<file path="src/rtl/core/fwe_pkg.sv">
// Shared types and constants for the watermark FIFO.
package fwe_pkg;

   // Fixed field widths
   localparam int DATA_BITS   = 64;
   localparam int MARK_BITS   = 6;
   localparam int STATUS_BITS = 2;
   localparam int CSR_IDX_BITS = 1;

   // Request kinds carried on req_tuser
   localparam logic REQ_PUSH = 1'b0;
   localparam logic REQ_POP  = 1'b1;

   // Configuration register indexes
   localparam logic [CSR_IDX_BITS-1:0] CSR_LOW_MARK  = 1'b0;
   localparam logic [CSR_IDX_BITS-1:0] CSR_HIGH_MARK = 1'b1;

   // Result status codes
   typedef enum logic [STATUS_BITS-1:0] {
      STATUS_DONE  = 2'd0,
      STATUS_FULL  = 2'd1,
      STATUS_EMPTY = 2'd2
   } status_type;

   // Per-item status and level report from control to the result register
   typedef struct packed {
      status_type           status;
      logic [MARK_BITS-1:0] fill_level;
      logic                 high_event;
      logic                 low_event;
      logic                 at_or_above_high;
      logic                 at_or_below_low;
   } report_type;

endpackage

</file>
<file path="src/rtl/core/fwe_store.sv">
// Element memory with a registered read port that feeds the result data.
module fwe_store #(
   parameter int DEPTH     = 32,
   parameter int ELEM_BITS = 64
) (
   input  logic                         clock,
   input  logic                         wr_en,
   input  logic [$clog2(DEPTH)-1:0]     wr_addr,
   input  logic [ELEM_BITS-1:0]         wr_data,
   input  logic                         load,      // item accepted this cycle
   input  logic                         rd_ok,     // successful pop
   input  logic [$clog2(DEPTH)-1:0]     rd_addr,
   output logic [fwe_pkg::DATA_BITS-1:0] rd_data
);
   import fwe_pkg::*;

   logic [ELEM_BITS-1:0] mem [DEPTH];
   logic [ELEM_BITS-1:0] rd_data_ff;

   // Write port
   always_ff @(posedge clock) begin
      if (wr_en) begin
         mem[wr_addr] <= wr_data;
      end
   end

   // Read port; the register doubles as the result data and holds on stall
   always_ff @(posedge clock) begin
      if (load) begin
         rd_data_ff <= rd_ok ? mem[rd_addr] : '0;
      end
   end

   assign rd_data = DATA_BITS'(rd_data_ff);

endmodule

</file>
<file path="src/rtl/core/fwe_ctrl.sv">
// Pointers, fill count, refusal decision and watermark flags.
module fwe_ctrl #(
   parameter int DEPTH = 32
) (
   input  logic                             clock,
   input  logic                             reset,
   input  logic                             accept,
   input  logic                             req_kind,
   input  logic [fwe_pkg::MARK_BITS-1:0]    low_mark,
   input  logic [fwe_pkg::MARK_BITS-1:0]    high_mark,
   output logic                             wr_en,
   output logic [$clog2(DEPTH)-1:0]         wr_addr,
   output logic                             rd_ok,
   output logic [$clog2(DEPTH)-1:0]         rd_addr,
   output fwe_pkg::report_type              report
);
   import fwe_pkg::*;

   localparam int PTR_BITS = $clog2(DEPTH);
   localparam int CNT_BITS = $clog2(DEPTH + 1);
   localparam int CMP_BITS = (CNT_BITS > MARK_BITS) ? CNT_BITS : MARK_BITS;
   localparam logic [PTR_BITS-1:0] LAST_SLOT = PTR_BITS'(DEPTH - 1);
   localparam logic [CNT_BITS-1:0] FULL_CNT  = CNT_BITS'(DEPTH);

   logic [PTR_BITS-1:0] wr_ptr_ff, wr_ptr_in;
   logic [PTR_BITS-1:0] rd_ptr_ff, rd_ptr_in;
   logic [CNT_BITS-1:0] count_ff, count_in;

   logic                is_push, is_pop, push_ok, pop_ok;
   logic [CMP_BITS-1:0] before_w, after_w, low_w, high_w;

   // Decide and update
   always_comb begin
      is_push  = (req_kind == REQ_PUSH);
      is_pop   = (req_kind == REQ_POP);
      push_ok  = is_push && (count_ff != FULL_CNT);
      pop_ok   = is_pop && (count_ff != '0);

      wr_ptr_in = wr_ptr_ff;
      rd_ptr_in = rd_ptr_ff;
      count_in  = count_ff;
      if (push_ok) begin
         wr_ptr_in = (wr_ptr_ff == LAST_SLOT) ? '0 : wr_ptr_ff + 1'b1;
         count_in  = count_ff + 1'b1;
      end else if (pop_ok) begin
         rd_ptr_in = (rd_ptr_ff == LAST_SLOT) ? '0 : rd_ptr_ff + 1'b1;
         count_in  = count_ff - 1'b1;
      end
   end

   // Level report after this item
   always_comb begin
      before_w = CMP_BITS'(count_ff);
      after_w  = CMP_BITS'(count_in);
      low_w    = CMP_BITS'(low_mark);
      high_w   = CMP_BITS'(high_mark);

      if (is_push && !push_ok) begin
         report.status = STATUS_FULL;
      end else if (is_pop && !pop_ok) begin
         report.status = STATUS_EMPTY;
      end else begin
         report.status = STATUS_DONE;
      end
      report.fill_level       = MARK_BITS'(count_in);
      report.high_event       = push_ok && (high_mark != '0) &&
                                (after_w >= high_w) && (before_w < high_w);
      report.low_event        = pop_ok && (low_mark != '0) &&
                                (after_w <= low_w) && (before_w > low_w);
      report.at_or_above_high = (high_mark == '0) || (after_w >= high_w);
      report.at_or_below_low  = (low_mark == '0) || (after_w <= low_w);
   end

   // State registers
   always_ff @(posedge clock) begin
      if (reset) begin
         wr_ptr_ff <= '0;
         rd_ptr_ff <= '0;
         count_ff  <= '0;
      end else if (accept) begin
         wr_ptr_ff <= wr_ptr_in;
         rd_ptr_ff <= rd_ptr_in;
         count_ff  <= count_in;
      end
   end

   assign wr_en   = accept && push_ok;
   assign wr_addr = wr_ptr_ff;
   assign rd_ok   = pop_ok;
   assign rd_addr = rd_ptr_ff;

endmodule

</file>
<file path="src/rtl/core/fifo_with_watermark_events.sv">
// Top level of the FIFO with programmable high and low watermark events.
//
//   channel  dir  tdata (low bit up)                        tuser
//   req_     in   push_data[63:0]                           req_type (0 push, 1 pop)
//   rsp_     out  pop_data[63:0], fill_level[69:64],        status
//                 high_event[70], low_event[71],
//                 at_or_above_high[72], at_or_below_low[73]
//   csr_     in   csr_index 0 low_mark, 1 high_mark; csr_data[5:0]
//
// One item per cycle; its result is registered and shows in the cycle after it
// is accepted, with pop data read straight from the element memory into the
// result register. req_tready is high only while the result register is
// empty or being taken, so a stalled result holds off the next item. Reset
// clears the pointers, the fill count, both marks and the result valid;
// memory contents are not cleared and need no clearing pass.
module fifo_with_watermark_events #(
   parameter int DEPTH     = 32,
   parameter int ELEM_BITS = 64
) (
   input  logic                               clock,
   input  logic                               reset,
   // request channel
   input  logic                               req_tvalid,
   output logic                               req_tready,
   input  logic [fwe_pkg::DATA_BITS-1:0]      req_tdata,   // push_data
   input  logic                               req_tuser,   // req_type
   // result channel
   output logic                               rsp_tvalid,
   input  logic                               rsp_tready,
   output logic [79:0]                        rsp_tdata,   // pop_data, fill_level,
                                                           // high_event, low_event,
                                                           // at_or_above_high,
                                                           // at_or_below_low
   output logic [fwe_pkg::STATUS_BITS-1:0]    rsp_tuser,   // status
   // configuration channel
   input  logic                               csr_valid,
   output logic                               csr_ready,
   input  logic [fwe_pkg::CSR_IDX_BITS-1:0]   csr_index,
   input  logic [fwe_pkg::MARK_BITS-1:0]      csr_data
);
   import fwe_pkg::*;

   localparam int PTR_BITS = $clog2(DEPTH);

   logic                 accept;
   logic                 rsp_valid_ff, rsp_valid_in;
   report_type           report_ff, report_in;
   logic [MARK_BITS-1:0] low_mark_ff, high_mark_ff;
   logic                 wr_en, rd_ok;
   logic [PTR_BITS-1:0]  wr_addr, rd_addr;
   logic [DATA_BITS-1:0] pop_data;

   // Handshake: take a new item whenever the result slot is free or frees this cycle
   assign req_tready   = !rsp_valid_ff || rsp_tready;
   assign accept       = req_tvalid && req_tready;
   assign rsp_valid_in = accept ? 1'b1 : (rsp_tready ? 1'b0 : rsp_valid_ff);
   assign csr_ready    = 1'b1;

   fwe_ctrl #(
      .DEPTH (DEPTH)
   ) u_ctrl (
      .clock     (clock),
      .reset     (reset),
      .accept    (accept),
      .req_kind  (req_tuser),
      .low_mark  (low_mark_ff),
      .high_mark (high_mark_ff),
      .wr_en     (wr_en),
      .wr_addr   (wr_addr),
      .rd_ok     (rd_ok),
      .rd_addr   (rd_addr),
      .report    (report_in)
   );

   fwe_store #(
      .DEPTH     (DEPTH),
      .ELEM_BITS (ELEM_BITS)
   ) u_store (
      .clock   (clock),
      .wr_en   (wr_en),
      .wr_addr (wr_addr),
      .wr_data (req_tdata[ELEM_BITS-1:0]),
      .load    (accept),
      .rd_ok   (rd_ok),
      .rd_addr (rd_addr),
      .rd_data (pop_data)
   );

   // Result valid
   always_ff @(posedge clock) begin
      if (reset) begin
         rsp_valid_ff <= 1'b0;
      end else begin
         rsp_valid_ff <= rsp_valid_in;
      end
   end

   // Result report payload
   always_ff @(posedge clock) begin
      if (accept) begin
         report_ff <= report_in;
      end
   end

   // Watermark registers
   always_ff @(posedge clock) begin
      if (reset) begin
         low_mark_ff  <= '0;
         high_mark_ff <= '0;
      end else if (csr_valid && csr_ready) begin
         case (csr_index)
            CSR_LOW_MARK:  low_mark_ff  <= csr_data;
            CSR_HIGH_MARK: high_mark_ff <= csr_data;
            default: ;
         endcase
      end
   end

   // Output packing
   assign rsp_tvalid = rsp_valid_ff;
   assign rsp_tuser  = report_ff.status;
   assign rsp_tdata  = {6'b0,
                        report_ff.at_or_below_low,
                        report_ff.at_or_above_high,
                        report_ff.low_event,
                        report_ff.high_event,
                        report_ff.fill_level,
                        pop_data};

endmodule

</file>
<file path="config.mk">
export PLATFORM = sky130hd
export DESIGN_NAME = fifo_with_watermark_events
export DESIGN_NICKNAME = d
export VERILOG_FILES = /design/src/rtl/core/fwe_pkg.sv /design/src/rtl/core/fwe_store.sv /design/src/rtl/core/fwe_ctrl.sv /design/src/rtl/core/fifo_with_watermark_events.sv
export SDC_FILE = /design/constraint.sdc
export NUM_CORES = 2
export LEC_CHECK = 0
export BUFFER_PORTS_ARGS = -buffer_cell sky130_fd_sc_hd__buf_2
export CAP_MARGIN = 20
export CORE_MARGIN = 4
export CORE_UTILIZATION = 46
export CTS_CLUSTER_DIAMETER = 50
export DETAILED_ROUTE_END_ITERATION = 6
export PLACE_DENSITY = 0.6
export REMOVE_ABC_BUFFERS = 1
export SLEW_MARGIN = 15
export SYNTH_ARGS = -nofsm -noshare
export SYNTH_HDL_FRONTEND = slang
export SYNTH_SLANG_ARGS = --single-unit
</file>
<file path="constraint.sdc">
create_clock -name clock -period 22.2 [get_ports clock]
set_input_delay 4.44 -clock clock [delete_from_list [all_inputs] [get_ports clock]]
set_output_delay 4.44 -clock clock [all_outputs]
set_load 0.02 [all_outputs]
</file>
Word level (Yosys, flattened, before mapping)
Memory sizes are Yosys's and may differ from the RTL's. A register that Yosys moved wholly into a read port is not among the register bits.
Cells that the tools add are included.
W data, S select, Z words.

word-level totals
  register bits after elaboration = 41
  bits in writable memories = 2048
  bits of input ports = 77
  output and inout bits = 85
  memories kept = 1

memories
  name         depth  width  read ports  clocked after memory_dff  write ports  line             text
  u_store.mem  32     64     1           1                         1            fwe_store.sv:17  logic [ELEM_BITS-1:0] mem [DEPTH];

operators by class
  add/subtract/negate cells = 4
  magnitude comparators = 4
  equal/unequal tests = 3
  mux-type cells = 9
  bitwise logic cells = 3
  reduce and logical (&&, ||, !) cells = 29

operator list
  cell                   number
  $reduce_bool A6 Y1     3
  $logic_and A1 B1 Y1    12
  $logic_not A6 Y1       2
  $mux W6                2
  $add A5 B1 Y5 const B  2
  $eq A5 B5 Y1 const B   2
  $mux W5                2
  $add A6 B1 Y6 const B  1
  $ge A6 B6 Y1           1
  $gt A6 B6 Y1           1
  $le A6 B6 Y1           1
  $lt A6 B6 Y1           1
  $ne A6 B6 Y1 const B   1
  $reduce_and A2 Y1      3
  $sub A6 B1 Y6 const B  1
  $logic_not A1 Y1       4
  $mux W1                4
  $logic_or A1 B1 Y1     3
  $not A1 Y1             3
  $reduce_and A3 Y1      1
  $mux W2                1
  $reduce_bool A2 Y1     1

Depth between registers and ports, before layout
  word-level depth = 7
  depth in mapped cells = 14
  depth with buffers taken out = 12

Cells and area by module
From an unflattened synthesis, not the netlist that was laid out.

unflattened totals
  cells, all modules = 3634
  area total of the unflattened synthesis = 82307.7 sq um

by module, submodules not included
  module                      times used  cells an instance  area an instance (sq um)
  fwe_store                   1           3351               79606.3
  fwe_ctrl                    1           211                1706.6
  fifo_with_watermark_events  1           72                 994.7

Least setup slack after synthesis
Ideal clock, no wire load.

  path type = input port to flip-flop
  start point = in rsp_tready
  end point = mem u_store.mem[15][0] (enable)
  arrival = 9.900 ns
  slack = 11.814 ns
  stages on the path = 7
  path buffers = 1
  cells stage by stage = nand2b_1 > nand2_1 > inv_1 > and2_1 > clkbuf_1 > nand2_1 > nor2_1

between the ends
  longest elaborated chain between the ends = 5

ends and longest elaborated chain
  item                           line                              text
  from (decl)                    fifo_with_watermark_events.sv:29  input logic rsp_tready,
  $logic_or A1 B1 Y1             fifo_with_watermark_events.sv:54  assign req_tready = !rsp_valid_ff || rsp_tready;
  $logic_and A1 B1 Y1            fifo_with_watermark_events.sv:55  assign accept = req_tvalid && req_tready;
  named net accept               fifo_with_watermark_events.sv:45  logic accept;
  $logic_and A1 B1 Y1            fwe_ctrl.sv:87                    assign wr_en = accept && push_ok;
  $mux W1                        fwe_store.sv:22                   if (wr_en) begin
  $mux W1 (not written as such)  fwe_store.sv:23                   mem[wr_addr] <= wr_data;
  to (decl)                      fwe_store.sv:17

The timed path passes the listed nets, and every way through them passes these cells.

Worst setup path after layout
  start point = in rsp_tready
  end point = out req_tready

between the ends
  longest elaborated chain between the ends = 1

ends and longest elaborated chain
  item                line                              text
  $logic_or A1 B1 Y1  fifo_with_watermark_events.sv:54
  to (decl)           fifo_with_watermark_events.sv:24  output logic req_tready,

Every way passes these cells.

==> tab_implementation.tex <==
\begin{tabular}{lr}
\hline
Metric & Value \\
\hline
\multicolumn{2}{l}{\textbf{Run status}} \\
\quad Run status & finished, final reports clean \\
\multicolumn{2}{l}{\textbf{Pwr}} \\
\quad Power per standard cell area & 92.7 nW/um\^{}2 \\
\quad Worst IR Drop VDD & 0.0784 mV \\
\quad Leak Pwr & 28.7 nW \\
\multicolumn{2}{l}{\textbf{Hold path}} \\
\quad Endpoint of the worst hold-timing path & high\_mark\_ff[3] \\
\quad Hold Path Depth & 2 \\
\quad Hold path start & high\_mark\_ff[3] \\
\quad Worst hold path type & flop to flop \\
\multicolumn{2}{l}{\textbf{Timing}} \\
\quad Fin worst setup slack & 12.76 ns \\
\quad Final clock period utilization by the worst path & 0.425 \\
\quad Highest attainable clock frequency & 0.106 GHz \\
\quad Slew @ Worst Pin & 1.13 ns \\
\quad Final Skew & 0.0455 ns \\
\quad RSZ-0062 raised after global routing & no \\
\quad Final critical-path required period & 9.44 ns \\
\quad Final setup violation count & 0 \\
\quad Number of hold violations in the final report & 0 \\
\quad Normalized max-slew margin & 0.249 \\
\quad Final Slew Violations & 0 \\
\multicolumn{2}{l}{\textbf{Synthesis}} \\
\quad Number of unique standard cell types used by synthesis & 57 \\
\quad Per-instance average area after synthesis & 22.7 um\^{}2 \\
\quad Most instantiated flip-flop cell in the synthesis netlist & edfxtp\_1 \\
\quad Fraction of the mapped netlist area in adder cells & 0.00504 \\
\quad Post-Synthesis Cell Area & 81900 um\^{}2 \\
\quad Fraction of registers with async set or reset after synthesis & 0 \\
\quad Simple-gate share of the synthesized area & 0.0113 \\
\quad Multiplexer share of the synthesized area & 0.142 \\
\quad Xor-xnor portion of the synthesized cell area & 0.00118 \\
\quad Seq/Total Area, Yosys & 0.786 \\
\quad Fraction of the mapped netlist area in compound gates & 0.0402 \\
\quad Dominant combinational cell family by area after synthesis & multiplexers \\
\quad Synthesized netlist cell count & 3604 \\
\quad Synthesis warning total & 0 \\
\quad \#FFs+latches synth & 2153 \\
\quad Count of flip-flops with a built-in enable after synthesis & 2124 \\
\multicolumn{2}{l}{\textbf{Place}} \\
\quad Placed Instances & 5969 \\
\quad Final weighted congestion in routability-driven placement & 0.771 \\
\quad Instance area at placement & 85400 um\^{}2 \\
\quad Buffers added on ports & 154 \\
\quad Worst Setup Slack post-DPL & 12.76 ns \\
\quad Detail Placement HPWL & 104 mm \\
\multicolumn{2}{l}{\textbf{Global route}} \\
\quad Pin count of the biggest net entering global routing & 124 \\
\quad Vias in the first global route & 38.9k \\
\quad First-pass GRT wire length & 287 mm \\
\quad Antenna violations before repair & 19 \\
\quad Remaining Overflow, GRT & 0 \\
\quad Overall track demand over capacity in global routing & 0.215 \\
\multicolumn{2}{l}{\textbf{CTS}} \\
\quad Maximum clock path buffer count & 3 \\
\quad Number of setup buffers added after CTS & 0 \\
\quad Resized cells post-CTS & 0 \\
\quad TritonCTS sink count & 2153 \\
\quad Clock tree from TritonCTS & yes \\
\quad Count of hold buffers inserted by post-cts repair & 0 \\
\quad H-tree depth & 4 \\
\quad Clock slew at the register clock pins of the worst setup and hold paths & 0.05 ns \\
\quad Number of buffers added by the clock tree synthesis step & 218 \\
\quad Cell at the root of the clock tree & clkbuf\_16 \\
\quad Clock latency on the worst-skew pair & 0.86 ns \\
\multicolumn{2}{l}{\textbf{Finish}} \\
\quad Share of the core filled with cells in the final layout & 0.522 \\
\quad Layout area overhead & 12.5\% \\
\quad Non-filler instance count after layout & 6374 \\
\quad Layout net count & 3960 \\
\quad Final Instance Area & 92200 um\^{}2 \\
\quad Multi-input logic area & 16700 um\^{}2 \\
\quad Top library cells by usage in the layout, fill and taps aside & edfxtp\_1 (2124), mux4\_2 (510), a22oi\_1 (247), clkbuf\_16 (220), buf\_2 (154) \\
\quad Layout cells sized above 1 & 0.280 \\
\quad Most common library cell in the layout ignoring fill and taps & edfxtp\_1 \\
\quad Seq. cell area & 64400 um\^{}2 \\
\quad Filler cell count & 13.6k \\
\multicolumn{2}{l}{\textbf{Route}} \\
\quad Via density per instance & 6.06 \\
\quad Initial drt markers & 4342 \\
\quad Drt drc & 0 \\
\quad Number of nets still failing antenna checks after routing & 0 \\
\quad Vias after detailed routing & 38.6k \\
\quad Wire length reported by the detailed router & 199 mm \\
\quad Wire length per cell & 31.2 um \\
\quad First-pass iteration count of the detailed router & 6 \\
\multicolumn{2}{l}{\textbf{Critical path}} \\
\quad Setup slack of the worst register-to-register path & 16.12 ns \\
\quad Critical path launch point type & input port \\
\quad Register-to-Register Path Depth & 8 \\
\quad Arrival time at the worst endpoint & 5.00 ns \\
\quad Worst path required time & 17.76 ns \\
\quad FF-to-FF End & u\_store.rd\_data[10] \\
\quad Beginning of the worst register-to-register path & u\_ctrl.rd\_addr[1] \\
\quad CP Max Fanout & 5 \\
\quad Critical path class & input port to output pin \\
\quad Worst Setup End Kind & output pin \\
\multicolumn{2}{l}{\textbf{Die}} \\
\quad Area of the die & 185000 um\^{}2 \\
\quad Placement row count & 154 \\
\quad Vertical die dimension & 430 um \\
\quad Effective utilization at floorplan & 0.464 \\
\quad Core Region & 177000 um\^{}2 \\
\quad Width of the die & 430 um \\
\quad I/O pin total & 162 \\
\multicolumn{2}{l}{\textbf{Job}} \\
\quad Max\_cap viols & 0 \\
\hline
\end{tabular}
## worst max-delay path, stage by stage
cell	delay, ns
buf_2	0.09
nand2b_1	0.25
buf_2	0.22
## cells by family (layout without fill, tap and decap cells)
group | count (synthesis) | in the layout
flops | 2153 | 2153
mux | 524 | 524
compound gates | 442 | 442
buf+inv | 230 | 650
simple gates | 209 | 209
fa+ha+maj | 33 | 33
xor+xnor | 11 | 11
other cells | 2 | 12
## metal layers
metal | share of wire | vias to the layer above | global-route usage
met5 | 0.000040 | - | 0
met4 | 0.018 | 2 | 0.0498
met3 | 0.072 | 236 | 0.0380
met2 | 0.48 | 1465 | 0.333
met1 | 0.43 | 21100 | 0.322
li1 | - | 15800 | -
## registers in the layout, summed over array words and instances (netlist names)
register / count
high_mark_ff: 6
low_mark_ff: 6
rsp_tdata: 10
rsp_tuser: 2
rsp_tvalid: 1
u_ctrl.before_w: 6
u_ctrl.rd_addr: 5
u_ctrl.wr_addr: 5
u_store.mem: 2048
u_store.rd_data: 64
## cells in the mapped netlist, types with 29 or more instances
cell type | n | share of area
buf_2 | 51 | 0.0031
dfxtp_1 | 29 | 0.0071
nor2_1 | 61 | 0.0028
a21oi_1 | 37 | 0.0023
clkbuf_1 | 102 | 0.0047
a21oi_2 | 50 | 0.0053
ha_1 | 33 | 0.0050
a22oi_1 | 247 | 0.023
nand2_1 | 98 | 0.0045
edfxtp_1 | 2124 | 0.78
a21o_1 | 66 | 0.0060
mux4_2 | 510 | 0.14
## stage by stage
stage	setup TNS, ns	hold slack [ns]	power [W]
after floorplan	-35.22	0.430	0.00523
after global placement	0	0.450	0.00519
after detailed placement	0	0.457	0.00519
after CTS	0	0.464	0.00862
after global routing	0	0.488	0.00884
final	0	0.462	0.00854
## worst max-delay path by stage
| stage | depth (start not counted) | endpoint | startpoint | slack [ns] |
|---|---|---|---|---|
| floorplan | 6 | u_ctrl.rd_addr[0] | u_ctrl.rd_addr[0] | -0.79 |
| finish | 3 | req_tready | rsp_tready | 12.76 |
| global placement | 3 | req_tready | rsp_tready | 12.77 |
| detailed placement | 3 | req_tready | rsp_tready | 12.76 |
| CTS | 3 | req_tready | rsp_tready | 12.75 |
| global route | 3 | req_tready | rsp_tready | 12.72 |
## area by class of cell
cell class | instances | area share
diodes | 5 | 0.000136
repair buffers | 227 | 0.0152
clock buffers | 277 | 0.0620
clock inverters | 122 | 0.0109
inverters | 24 | 0.00103
well taps | 2340 | 0.0318
multi-input cells | 1226 | 0.181
flip-flops and latches | 2153 | 0.698
## where the power goes
group | leakage (nW) | internal [W] | switching, W
Combinational | 5.98 | 0.000229 | 0.000329
Sequential | 19.4 | 0.00451 | 0.0000336
Clock | 3.27 | 0.00191 | 0.00154
Note: power is estimated with default switching activity, not from simulation.
